**config.mk**
```make
export PLATFORM = sky130hd
export DESIGN_NAME = four_channel_dma_controller_unit
export DESIGN_NICKNAME = d
export VERILOG_FILES = /design/src/rtl/core/dcu_pkg.sv /design/src/rtl/core/dcu_vis_mem.sv /design/src/rtl/core/dcu_work_mem.sv /design/src/rtl/core/dcu_seq.sv /design/src/rtl/core/four_channel_dma_controller_unit.sv
export SDC_FILE = /design/constraint.sdc
export NUM_CORES = 2
export LEC_CHECK = 0
export BUFFER_PORTS_ARGS = -buffer_cell sky130_fd_sc_hd__buf_4
export CAP_MARGIN = 20
export CORE_AREA = 4 4 357 359
export CTS_BUF_LIST = sky130_fd_sc_hd__clkbuf_8
export CTS_CLUSTER_SIZE = 12
export DETAILED_ROUTE_END_ITERATION = 10
export DIE_AREA = 0 0 361 363
export GPL_TIMING_DRIVEN = 1
export PLACE_DENSITY = 0.64
export SLEW_MARGIN = 20
export SYNTH_ARGS = -nofsm -noshare
export SYNTH_HDL_FRONTEND = slang
export SYNTH_SLANG_ARGS = --single-unit
```
**constraint.sdc**
```tcl
create_clock -name clk -period 12.49 [get_ports clk]
set_input_delay 0.6245 -clock clk [delete_from_list [all_inputs] [get_ports clk]]
set_output_delay 0.6245 -clock clk [all_outputs]
set_load 0.005 [all_outputs]
```
**src/rtl/core/dcu_pkg.sv**
```systemverilog
`default_nettype none

package dcu_pkg;

  // Largest channel count; sizes the request fields that travel between modules
  localparam int MAX_CHANNELS = 4;
  localparam int ROW_W        = 4;   // holds 3*MAX_CHANNELS rows and the sweep end
  localparam int CH_IDX_W     = 2;
  localparam int COPY_CH_W    = 2;
  localparam int CFG_IDX_W    = 4;

  // Opcodes
  localparam logic [2:0] OP_READ16  = 3'd0;
  localparam logic [2:0] OP_READ32  = 3'd1;
  localparam logic [2:0] OP_WRITE16 = 3'd2;
  localparam logic [2:0] OP_WRITE32 = 3'd3;
  localparam logic [2:0] OP_TICK    = 3'd4;

  // Configuration register indexes
  localparam logic [CFG_IDX_W-1:0] CFG_WINDOW_BASE = 4'd0;
  localparam logic [CFG_IDX_W-1:0] CFG_WINDOW_END  = 4'd1;
  localparam logic [31:0]          WINDOW_END_RESET = 32'd47;

  // Control register fields
  localparam int CTL_EN     = 15;
  localparam int CTL_TIM_HI = 13;
  localparam int CTL_TIM_LO = 12;
  localparam int CTL_WIDE   = 10;
  localparam int CTL_REPEAT = 9;
  localparam int CTL_SRC_HI = 8;
  localparam int CTL_SRC_LO = 7;
  localparam int CTL_DST_HI = 6;
  localparam int CTL_DST_LO = 5;

  localparam logic [1:0] TIM_IMMEDIATE = 2'd0;
  localparam logic [1:0] STEP_INC      = 2'd0;
  localparam logic [1:0] STEP_DEC      = 2'd1;
  localparam logic [1:0] STEP_FIXED    = 2'd2;
  localparam logic [1:0] STEP_INC_ALT  = 2'd3;

  localparam logic [31:0] STEP_WIDE   = 32'd4;
  localparam logic [31:0] STEP_NARROW = 32'd2;

  localparam logic [15:0] COUNT_WRAP      = 16'h3FFF;
  localparam logic [15:0] COUNT_WRAP_LONG = 16'hFFFF;
  localparam int          LONG_CHANNEL    = 3;
  localparam logic [15:0] EN_CLEAR_MASK   = 16'h7FFF;

  typedef struct packed {
    logic [2:0]  opcode;
    logic [31:0] bus_address;
    logic [31:0] write_data;
  } dcu_item_t;

  typedef struct packed {
    logic                 hit;
    logic [31:0]          read_data;
    logic                 copy_valid;
    logic [31:0]          copy_source;
    logic [31:0]          copy_dest;
    logic                 copy_wide;
    logic [COPY_CH_W-1:0] copy_channel;
    logic                 copy_last;
  } dcu_result_t;

  typedef struct packed {
    logic [31:0] src;
    logic [31:0] dst;
    logic [15:0] count;
    logic [15:0] ctl;
  } dcu_work_t;

  // Visible register memory request: one row is a 32-bit pair of 16-bit registers
  typedef struct packed {
    logic             re;
    logic             we_lo;
    logic             we_hi;
    logic [ROW_W-1:0] row;
    logic [31:0]      wdata;
  } dcu_vreq_t;

  typedef struct packed {
    logic                re;
    logic                we;
    logic [CH_IDX_W-1:0] idx;
    dcu_work_t           wdata;
  } dcu_wreq_t;

  typedef enum logic [2:0] {
    ST_IDLE,
    ST_DECODE,
    ST_RD_DATA,
    ST_LATCH,
    ST_TK_CALC,
    ST_TK_CLR
  } dcu_state_t;

endpackage

`default_nettype wire

```
**src/rtl/core/dcu_vis_mem.sv**
```systemverilog
`default_nettype none

module dcu_vis_mem
  import dcu_pkg::*;
#(
  parameter int ROWS = 12
) (
  input  wire logic        clk,
  input  wire logic        rst,
  input  wire dcu_vreq_t   req,
  output logic [31:0]      rdata
);

  localparam int RW = $clog2(ROWS);

  logic [31:0]     mem [ROWS];
  logic [ROWS-1:0] vld_lo;
  logic [ROWS-1:0] vld_hi;
  logic [31:0]     rdata_raw;
  logic [1:0]      rvld;
  logic [RW-1:0]   addr;

  assign addr = req.row[RW-1:0];

  always_ff @(posedge clk) begin
    if (req.we_lo) begin
      mem[addr][15:0] <= req.wdata[15:0];
    end
    if (req.we_hi) begin
      mem[addr][31:16] <= req.wdata[31:16];
    end
    if (req.re) begin
      rdata_raw <= mem[addr];
    end
  end

  // Never-written halves read as zero
  always_ff @(posedge clk) begin
    if (rst) begin
      vld_lo <= '0;
      vld_hi <= '0;
      rvld   <= '0;
    end else begin
      if (req.we_lo) begin
        vld_lo[addr] <= 1'b1;
      end
      if (req.we_hi) begin
        vld_hi[addr] <= 1'b1;
      end
      if (req.re) begin
        rvld <= {vld_hi[addr], vld_lo[addr]};
      end
    end
  end

  assign rdata = {rdata_raw[31:16] & {16{rvld[1]}}, rdata_raw[15:0] & {16{rvld[0]}}};

endmodule

`default_nettype wire

```
**src/rtl/core/dcu_work_mem.sv**
```systemverilog
`default_nettype none

module dcu_work_mem
  import dcu_pkg::*;
#(
  parameter int DEPTH = 4
) (
  input  wire logic      clk,
  input  wire dcu_wreq_t req,
  output dcu_work_t      rdata
);

  localparam int IW = (DEPTH > 1) ? $clog2(DEPTH) : 1;

  dcu_work_t mem [DEPTH];

  always_ff @(posedge clk) begin
    if (req.we) begin
      mem[req.idx[IW-1:0]] <= req.wdata;
    end
    if (req.re) begin
      rdata <= mem[req.idx[IW-1:0]];
    end
  end

endmodule

`default_nettype wire

```
**src/rtl/core/dcu_seq.sv**
```systemverilog
`default_nettype none

module dcu_seq
  import dcu_pkg::*;
#(
  parameter int CHANNELS = 4
) (
  input  wire logic        clk,
  input  wire logic        rst,
  input  wire logic        start,
  output logic             busy,
  input  wire dcu_item_t   item,
  input  wire logic [31:0] window_base,
  input  wire logic [31:0] window_end,
  output dcu_vreq_t        vreq,
  input  wire logic [31:0] vrdata,
  output dcu_wreq_t        wreq,
  input  wire dcu_work_t   wrdata,
  output dcu_result_t      result,
  output logic             done
);

  localparam int NROWS = 3 * CHANNELS;
  localparam int NREGS = 6 * CHANNELS;
  localparam int CW    = (CHANNELS > 1) ? $clog2(CHANNELS) : 1;

  dcu_state_t state, state_next;

  logic [2:0]          op_q;
  logic [31:0]         data_q;
  logic                hit_q;
  logic [31:0]         off_q;
  logic [ROW_W-1:0]    cnt, cnt_next;
  logic [1:0]          pph, pph_next;
  logic [CW-1:0]       pch, pch_next;
  logic [31:0]         src_stg, src_stg_next;
  logic [31:0]         dst_stg, dst_stg_next;
  logic [CHANNELS-1:0] pending, pending_next;
  logic [CW-1:0]       tch, tch_next;
  dcu_result_t         res_next;
  logic                done_next;

  logic                wide_acc;
  logic [30:0]         h;
  logic                inrange;
  logic [ROW_W-1:0]    acc_row;
  logic [ROW_W-1:0]    tk_row;
  logic [CW-1:0]       top_ch;

  // Highest-numbered pending channel
  always_comb begin
    top_ch = '0;
    for (int c = 0; c < CHANNELS; c++) begin
      if (pending[c]) begin
        top_ch = CW'(c);
      end
    end
  end

  assign wide_acc = op_q[0];
  assign h        = wide_acc ? {off_q[31:2], 1'b0} : off_q[31:1];
  assign inrange  = h < 31'(NREGS);
  assign acc_row  = h[ROW_W:1];
  assign tk_row   = ROW_W'(tch) + ROW_W'(tch) + ROW_W'(tch) + ROW_W'(2);
  assign busy     = (state != ST_IDLE);

  // Next state
  always_comb begin
    state_next = state;
    unique case (state)
      ST_IDLE: begin
        if (start) begin
          state_next = ST_DECODE;
        end
      end
      ST_DECODE: begin
        unique case (op_q)
          OP_READ16, OP_READ32: state_next = (hit_q && inrange) ? ST_RD_DATA : ST_IDLE;
          OP_WRITE16, OP_WRITE32: state_next = hit_q ? ST_LATCH : ST_IDLE;
          OP_TICK: state_next = (|pending) ? ST_TK_CALC : ST_IDLE;
          default: state_next = ST_IDLE;
        endcase
      end
      ST_RD_DATA: state_next = ST_IDLE;
      ST_LATCH: begin
        if (cnt == ROW_W'(NROWS)) begin
          state_next = ST_IDLE;
        end
      end
      ST_TK_CALC: begin
        if ((wrdata.count == 16'd1) && !wrdata.ctl[CTL_REPEAT]) begin
          state_next = ST_TK_CLR;
        end else begin
          state_next = ST_IDLE;
        end
      end
      ST_TK_CLR: state_next = ST_IDLE;
      default: state_next = ST_IDLE;
    endcase
  end

  // Outputs and datapath
  always_comb begin
    logic [31:0] stepv;
    logic [1:0]  sctl;
    logic [1:0]  dctl;
    logic        last;
    logic [31:0] new_src;
    logic [31:0] new_dst;
    logic [15:0] new_count;
    logic [15:0] lctl;

    vreq         = '0;
    wreq         = '0;
    res_next     = '0;
    done_next    = 1'b0;
    cnt_next     = cnt;
    pph_next     = pph;
    pch_next     = pch;
    src_stg_next = src_stg;
    dst_stg_next = dst_stg;
    pending_next = pending;
    tch_next     = tch;

    stepv     = wrdata.ctl[CTL_WIDE] ? STEP_WIDE : STEP_NARROW;
    sctl      = wrdata.ctl[CTL_SRC_HI:CTL_SRC_LO];
    dctl      = wrdata.ctl[CTL_DST_HI:CTL_DST_LO];
    last      = 1'b0;
    new_src   = wrdata.src;
    new_dst   = wrdata.dst;
    new_count = wrdata.count - 16'd1;
    lctl      = vrdata[31:16];

    unique case (state)
      ST_IDLE: begin
      end
      ST_DECODE: begin
        cnt_next = '0;
        pph_next = '0;
        pch_next = '0;
        unique case (op_q)
          OP_READ16, OP_READ32: begin
            if (hit_q && inrange) begin
              vreq.re  = 1'b1;
              vreq.row = acc_row;
            end else begin
              res_next.hit = hit_q;
              done_next    = 1'b1;
            end
          end
          OP_WRITE16, OP_WRITE32: begin
            if (hit_q && inrange) begin
              vreq.row = acc_row;
              if (wide_acc) begin
                vreq.we_lo = 1'b1;
                vreq.we_hi = 1'b1;
                vreq.wdata = data_q;
              end else begin
                vreq.we_lo = !h[0];
                vreq.we_hi = h[0];
                vreq.wdata = {data_q[15:0], data_q[15:0]};
              end
            end
            if (!hit_q) begin
              done_next = 1'b1;
            end
          end
          OP_TICK: begin
            if (|pending) begin
              wreq.re  = 1'b1;
              wreq.idx = CH_IDX_W'(top_ch);
              tch_next = top_ch;
            end else begin
              done_next = 1'b1;
            end
          end
          default: done_next = 1'b1;
        endcase
      end
      ST_RD_DATA: begin
        res_next.hit = 1'b1;
        if (wide_acc) begin
          res_next.read_data = vrdata;
        end else begin
          res_next.read_data = {16'd0, h[0] ? vrdata[31:16] : vrdata[15:0]};
        end
        done_next = 1'b1;
      end
      ST_LATCH: begin
        // Sweep: issue row cnt, consume the row issued in the previous cycle
        if (cnt < ROW_W'(NROWS)) begin
          vreq.re  = 1'b1;
          vreq.row = cnt;
          cnt_next = cnt + ROW_W'(1);
        end
        if (cnt != '0) begin
          unique case (pph)
            2'd0: begin
              src_stg_next = vrdata;
              pph_next     = 2'd1;
            end
            2'd1: begin
              dst_stg_next = vrdata;
              pph_next     = 2'd2;
            end
            default: begin
              if (lctl[CTL_EN] && (lctl[CTL_TIM_HI:CTL_TIM_LO] == TIM_IMMEDIATE)) begin
                wreq.we          = 1'b1;
                wreq.idx         = CH_IDX_W'(pch);
                wreq.wdata.src   = src_stg;
                wreq.wdata.dst   = dst_stg;
                wreq.wdata.count = vrdata[15:0];
                wreq.wdata.ctl   = lctl;
                pending_next[pch] = 1'b1;
              end
              pph_next = 2'd0;
              pch_next = pch + CW'(1);
            end
          endcase
        end
        if (cnt == ROW_W'(NROWS)) begin
          res_next.hit = 1'b1;
          done_next    = 1'b1;
        end
      end
      ST_TK_CALC: begin
        unique case (sctl)
          STEP_INC: new_src = wrdata.src + stepv;
          STEP_DEC: new_src = wrdata.src - stepv;
          default:  new_src = wrdata.src;
        endcase
        unique case (dctl)
          STEP_INC, STEP_INC_ALT: new_dst = wrdata.dst + stepv;
          STEP_DEC:               new_dst = wrdata.dst - stepv;
          default:                new_dst = wrdata.dst;
        endcase
        if (wrdata.count == 16'd0) begin
          new_count = (int'(tch) == LONG_CHANNEL) ? COUNT_WRAP_LONG : COUNT_WRAP;
        end else begin
          last = (wrdata.count == 16'd1);
        end
        wreq.we          = 1'b1;
        wreq.idx         = CH_IDX_W'(tch);
        wreq.wdata.src   = new_src;
        wreq.wdata.dst   = new_dst;
        wreq.wdata.count = new_count;
        wreq.wdata.ctl   = wrdata.ctl;
        if (last) begin
          pending_next[tch] = 1'b0;
          if (!wrdata.ctl[CTL_REPEAT]) begin
            vreq.re  = 1'b1;
            vreq.row = tk_row;
          end
        end
        res_next.copy_valid   = 1'b1;
        res_next.copy_source  = wrdata.src;
        res_next.copy_dest    = wrdata.dst;
        res_next.copy_wide    = wrdata.ctl[CTL_WIDE];
        res_next.copy_channel = COPY_CH_W'(tch);
        res_next.copy_last    = last;
        done_next             = 1'b1;
      end
      ST_TK_CLR: begin
        vreq.we_hi = 1'b1;
        vreq.row   = tk_row;
        vreq.wdata = {vrdata[31:16] & EN_CLEAR_MASK, 16'd0};
      end
      default: begin
      end
    endcase
  end

  always_ff @(posedge clk) begin
    if (rst) begin
      state   <= ST_IDLE;
      pending <= '0;
      done    <= 1'b0;
    end else begin
      state   <= state_next;
      pending <= pending_next;
      done    <= done_next;
    end
  end

  always_ff @(posedge clk) begin
    if ((state == ST_IDLE) && start) begin
      op_q   <= item.opcode;
      data_q <= item.write_data;
      hit_q  <= (item.bus_address >= window_base) && (item.bus_address <= window_end);
      off_q  <= item.bus_address - window_base;
    end
    cnt     <= cnt_next;
    pph     <= pph_next;
    pch     <= pch_next;
    src_stg <= src_stg_next;
    dst_stg <= dst_stg_next;
    tch     <= tch_next;
    result  <= res_next;
  end

  a_done_single: assert property (@(posedge clk) disable iff (rst) done |=> !done)
    else $error("result strobe held for more than one cycle");

  a_idle_no_write: assert property (@(posedge clk) disable iff (rst)
    (state == ST_IDLE) |-> !vreq.we_lo && !vreq.we_hi && !wreq.we)
    else $error("memory write while idle");

  a_last_clears: assert property (@(posedge clk) disable iff (rst)
    done && result.copy_valid && result.copy_last |-> !pending[result.copy_channel[CW-1:0]])
    else $error("channel still pending after its last unit");

  a_copy_no_hit: assert property (@(posedge clk) disable iff (rst)
    done && result.copy_valid |-> !result.hit && (result.read_data == 32'd0))
    else $error("copy result carries register access fields");

endmodule

`default_nettype wire

```
**src/rtl/core/four_channel_dma_controller_unit.sv**
```systemverilog
`default_nettype none

// Four-channel DMA register file with a one-unit-per-tick copy engine. Issue an
// item by raising start while busy is low; the result appears on result for
// exactly one cycle with done high and cannot be held off, so capture it then.
// Steps from the accept edge to done: a read that lands on a register passes
// decode and the register read; a read or write that misses the window, a read
// past the registers, an idle tick and unused opcodes end in decode; a write
// that hits (also one past the registers) runs the trigger sweep that reads
// every visible register row once through the single port of the register
// memory; a tick that serves a channel decodes, then updates the working copy,
// and when its last unit clears the channel's enable bit, busy stays high
// through the done cycle, so the next item is taken in the cycle after it.
// Otherwise a new item may be accepted in the done cycle, as busy is low then.
// No clearing pass after reset: the first item may follow reset at once.
// Window configuration is written through cfg_valid/cfg_ready (always ready).
// Write it only while no item is in flight; the block does not enforce this.

module four_channel_dma_controller_unit
  import dcu_pkg::*;
#(
  parameter int CHANNELS = 4
) (
  input  wire logic                 clk,
  input  wire logic                 rst,
  input  wire logic                 start,
  output logic                      busy,
  input  wire dcu_item_t            item,
  output dcu_result_t               result,
  output logic                      done,
  input  wire logic                 cfg_valid,
  output logic                      cfg_ready,
  input  wire logic [CFG_IDX_W-1:0] cfg_index,
  input  wire logic [31:0]          cfg_data
);

  // Window registers; writes to unknown indexes are dropped
  logic [31:0] window_base;
  logic [31:0] window_end;

  dcu_vreq_t   vreq;
  logic [31:0] vrdata;
  dcu_wreq_t   wreq;
  dcu_work_t   wrdata;

  assign cfg_ready = 1'b1;

  always_ff @(posedge clk) begin
    if (rst) begin
      window_base <= '0;
      window_end  <= WINDOW_END_RESET;
    end else if (cfg_valid) begin
      unique case (cfg_index)
        CFG_WINDOW_BASE: window_base <= cfg_data;
        CFG_WINDOW_END:  window_end  <= cfg_data;
        default: begin
        end
      endcase
    end
  end

  // Visible registers: two 16-bit registers per row, three rows per channel
  // (source, destination, count/control)
  dcu_vis_mem #(
    .ROWS(3 * CHANNELS)
  ) u_vis_mem (
    .clk  (clk),
    .rst  (rst),
    .req  (vreq),
    .rdata(vrdata)
  );

  // Working copies, one entry per channel; only read for pending channels
  dcu_work_mem #(
    .DEPTH(CHANNELS)
  ) u_work_mem (
    .clk  (clk),
    .req  (wreq),
    .rdata(wrdata)
  );

  // Sequencer: decode, trigger sweep, tick read-modify-write
  dcu_seq #(
    .CHANNELS(CHANNELS)
  ) u_seq (
    .clk        (clk),
    .rst        (rst),
    .start      (start),
    .busy       (busy),
    .item       (item),
    .window_base(window_base),
    .window_end (window_end),
    .vreq       (vreq),
    .vrdata     (vrdata),
    .wreq       (wreq),
    .wrdata     (wrdata),
    .result     (result),
    .done       (done)
  );

endmodule

`default_nettype wire
```
==> flow_summary.toml <==
[setup_path]
crit_path_end = "u_work_mem.mem[1][47]$_DFFE_PP_"
arrival_ps = 5960
start_kind = "register"
timing.rr.start = "u_vis_mem.rvld[1]$_SDFFE_PP0P_"
criticalPathCategory = "register to register"
r2r_slack_ps = 7010
reg2reg_depth = 9
worstPathMaxFanout = 175
crit_path_end_kind = "register"
timing.rr.end = "u_work_mem.mem[1][47]$_DFFE_PP_"
critPathRequiredTime_ps = 12970
crit_path_start = "u_vis_mem.rvld[1]$_SDFFE_PP0P_"

[yosys]
synthFlopType = "edfxtp_1"
synth_seq_cells = 1187
async_flop_share_pct = 0
synth_cells = 3882
avgSynthCellArea_sq_um = 12.7
synth_area_leader_cell = "edfxtp_1"
yosysTopAreaCellShare_pct = 60.1
syn_area_sq_um = 49300
netlist_top_cells_area = "edfxtp_1, dfxtp_1, nand2_1, ha_1, a21oi_1"
synth_cell_types = 81
synth_edf_count = 987
ys_seq_area_share_pct = 68.2
synth_nets = 4130
yosys_warnings = 0

[floorplanning]
die_x_um = 361
die_h_um = 363
fp-row-count = 129
die-area_sq_um = 131000
core_area_sq_um = 124000
start_util_pct = 39.9
io_pins = 212

[cts]
clock_latency_ps = 890
cts_setup_buffers = 0
cts.repair.resized = 0
h-tree-depth = 4
cts_tree = "built"
cts_buffers = 192
clkTransAtPathRegs_ps = 60
clockBufferDepth = 3
cts_root_buf = "clkbuf_8"
holdBufCountCts = 67
cts_sinks = 1187

[pwr]
p_per_area_nw_per_um2 = 135
power.leakage_uw = 0.0205
max-vdd-ir-drop_v = 0.000109

[drt]
drt-total-wl_mm = 132
first_pass_iters = 8
via_per_inst = 5.47
vias = 32930
drtIter0Drc = 3509
ant_nets = 0
drcViolationCount = 0
wl_per_cell_um = 22.0

[sta]
min_period_over_period_pct = 43.9
period_minus_slack_ps = 5480
fmax_mhz = 182
setup_viol = 0
whs_ps = 243
timing.final.hold_violations = 0
tns_ps = 0
relSlewSlack_pct = 23.9
drv_slew = 0
clock_skew_ps = 38.1
rsz0062_at_grt = "no"
tightest_slew_ps = 1140

[place]
portBuffers = 210
dp_hpwl_mm = 80.7
gp_congestion = 0.836
place_inst = 5585

[layout]
fill_cells = 10969
layout_commonest_cell = "edfxtp_1"
drive_above_1_share_pct = 13.6
final_cells = 6021
final_cell_mix = "edfxtp_1, nand2_1, buf_4"
postLayoutCoreUtil_pct = 46.4
syn2layout_area_growth_pct = 16.3
fin_nets = 4457

[global_routing]
grt_max_degree = 176
track_usage_pct = 19.7
grt-ovfl-total = 0
grt_pass1_wl_mm = 197
antenna_found_initial = 7
grt_pass1_vias = 32415

[worst_hold_path]
hp-class = "input pin to register"
hold_path_depth = 2

[run_status]
status = "finished clean"

[flow_run]
maxCapViolCount = 0
-- flip-flops by register name, summed over array words and instances (netlist names), 86 cells and up --
register,count
u_seq.result,102
u_work_mem.rdata,86
u_vis_mem.mem,384
u_work_mem.mem,344
-- logic make-up (layout without fill, tap and decap cells) --
| kind of cell | after synthesis | count (layout) | synth area share, % |
|---|---|---|---|
| flops | 1187 | 1187 | 68.2 |
| fa+ha+maj | 141 | 141 | 3.59 |
| compound gates | 918 | 918 | 12.4 |
| mux | 24 | 24 | 0.487 |
| simple gates | 1196 | 1196 | 11.2 |
| xor+xnor | 80 | 80 | 1.42 |
| buf+inv | 335 | 827 | 2.65 |
| other cells | 1 | 11 | 0.00760 |
-- final cells by class --
type,instances,area [sq um],area share (%)
Sequential cell,1187,33600,58.6
Multi-Input combinational cell,2360,14600,25.5
Timing Repair Buffer,340,2760,4.80
Clock buffer,200,2750,4.80
Tap cell,1637,2050,3.57
Clock inverter,159,1060,1.85
Inverter,128,482,0.839
Antenna cell,10,25.0,0.0436
-- synthesized netlist by cell type, types with 13 or more instances --
library cell	n
edfxtp_1	987
nand2_1	556
a21oi_1	269
nor2_1	214
dfxtp_1	200
and2_1	164
clkbuf_1	163
ha_1	140
inv_1	127
o21ai_0	120
a222oi_1	102
a211oi_1	101
a31oi_1	100
a21o_1	48
nor3_1	45
xnor2_1	43
or3_1	37
xor2_1	37
and3_1	33
o22ai_1	28
o21a_1	27
nor2b_1	25
mux2i_1	24
nand3_1	23
a22o_1	22
buf_1	22
nor4_1	21
nand2b_1	20
buf_2	18
nand4_1	13
-- worst min-delay path by stage --
stage	start	slack [ps]	to
floorplan	window_base[10]$_SDFFE_PP0P_	440	window_base[10]$_SDFFE_PP0P_
global placement	window_base[17]$_SDFFE_PP0P_	440	window_base[17]$_SDFFE_PP0P_
CTS	rst	160	window_base[0]$_SDFFE_PP0P_
finish	rst	240	window_base[0]$_SDFFE_PP0P_
global route	item[63]	220	u_seq.off_q[31]$_DFFE_PP_
detailed placement	window_end[15]$_SDFFE_PP0P_	450	window_end[15]$_SDFFE_PP0P_
-- worst max-delay path: stages, from the launching register on --
cell and delay [ps]:
dfxtp_1 880, nand2_1 250, nor4b_1 460, nand3_1 130
buf_4 250, o21ai_4 170, buf_12 600, o21ai_0 450
nor2_4 880, buf_4 870
-- report_power, final --
group	total [uW]	switching (uW)	internal, uW
registers	4270	12.6	4260
logic	173	92.5	80.5
clock network	3330	1610	1720
total	7770	1710	6060
-- metrics by stage --
stage | power [uW] | setup slack (ps) | area, sq um
after CTS | 7850 | 7000 | 57400
after detailed placement | 4510 | 7030 | 52900
final | 7770 | 7010 | 57400
after global placement | 4510 | 6980 | 52900
after floorplan | 4440 | 3820 | 49300
after global routing | 8050 | 6650 | 57400
-- routing by layer --
layer	routed length, um	part of all wire [%]	GRT usage [%]
met4	4150	3.1	7.52
met3	10800	8.1	4.68
met5	103	0.078	1.07
met1	55400	42	25.8
met2	61900	47	31.7
(Power assumes the default switching activity.)
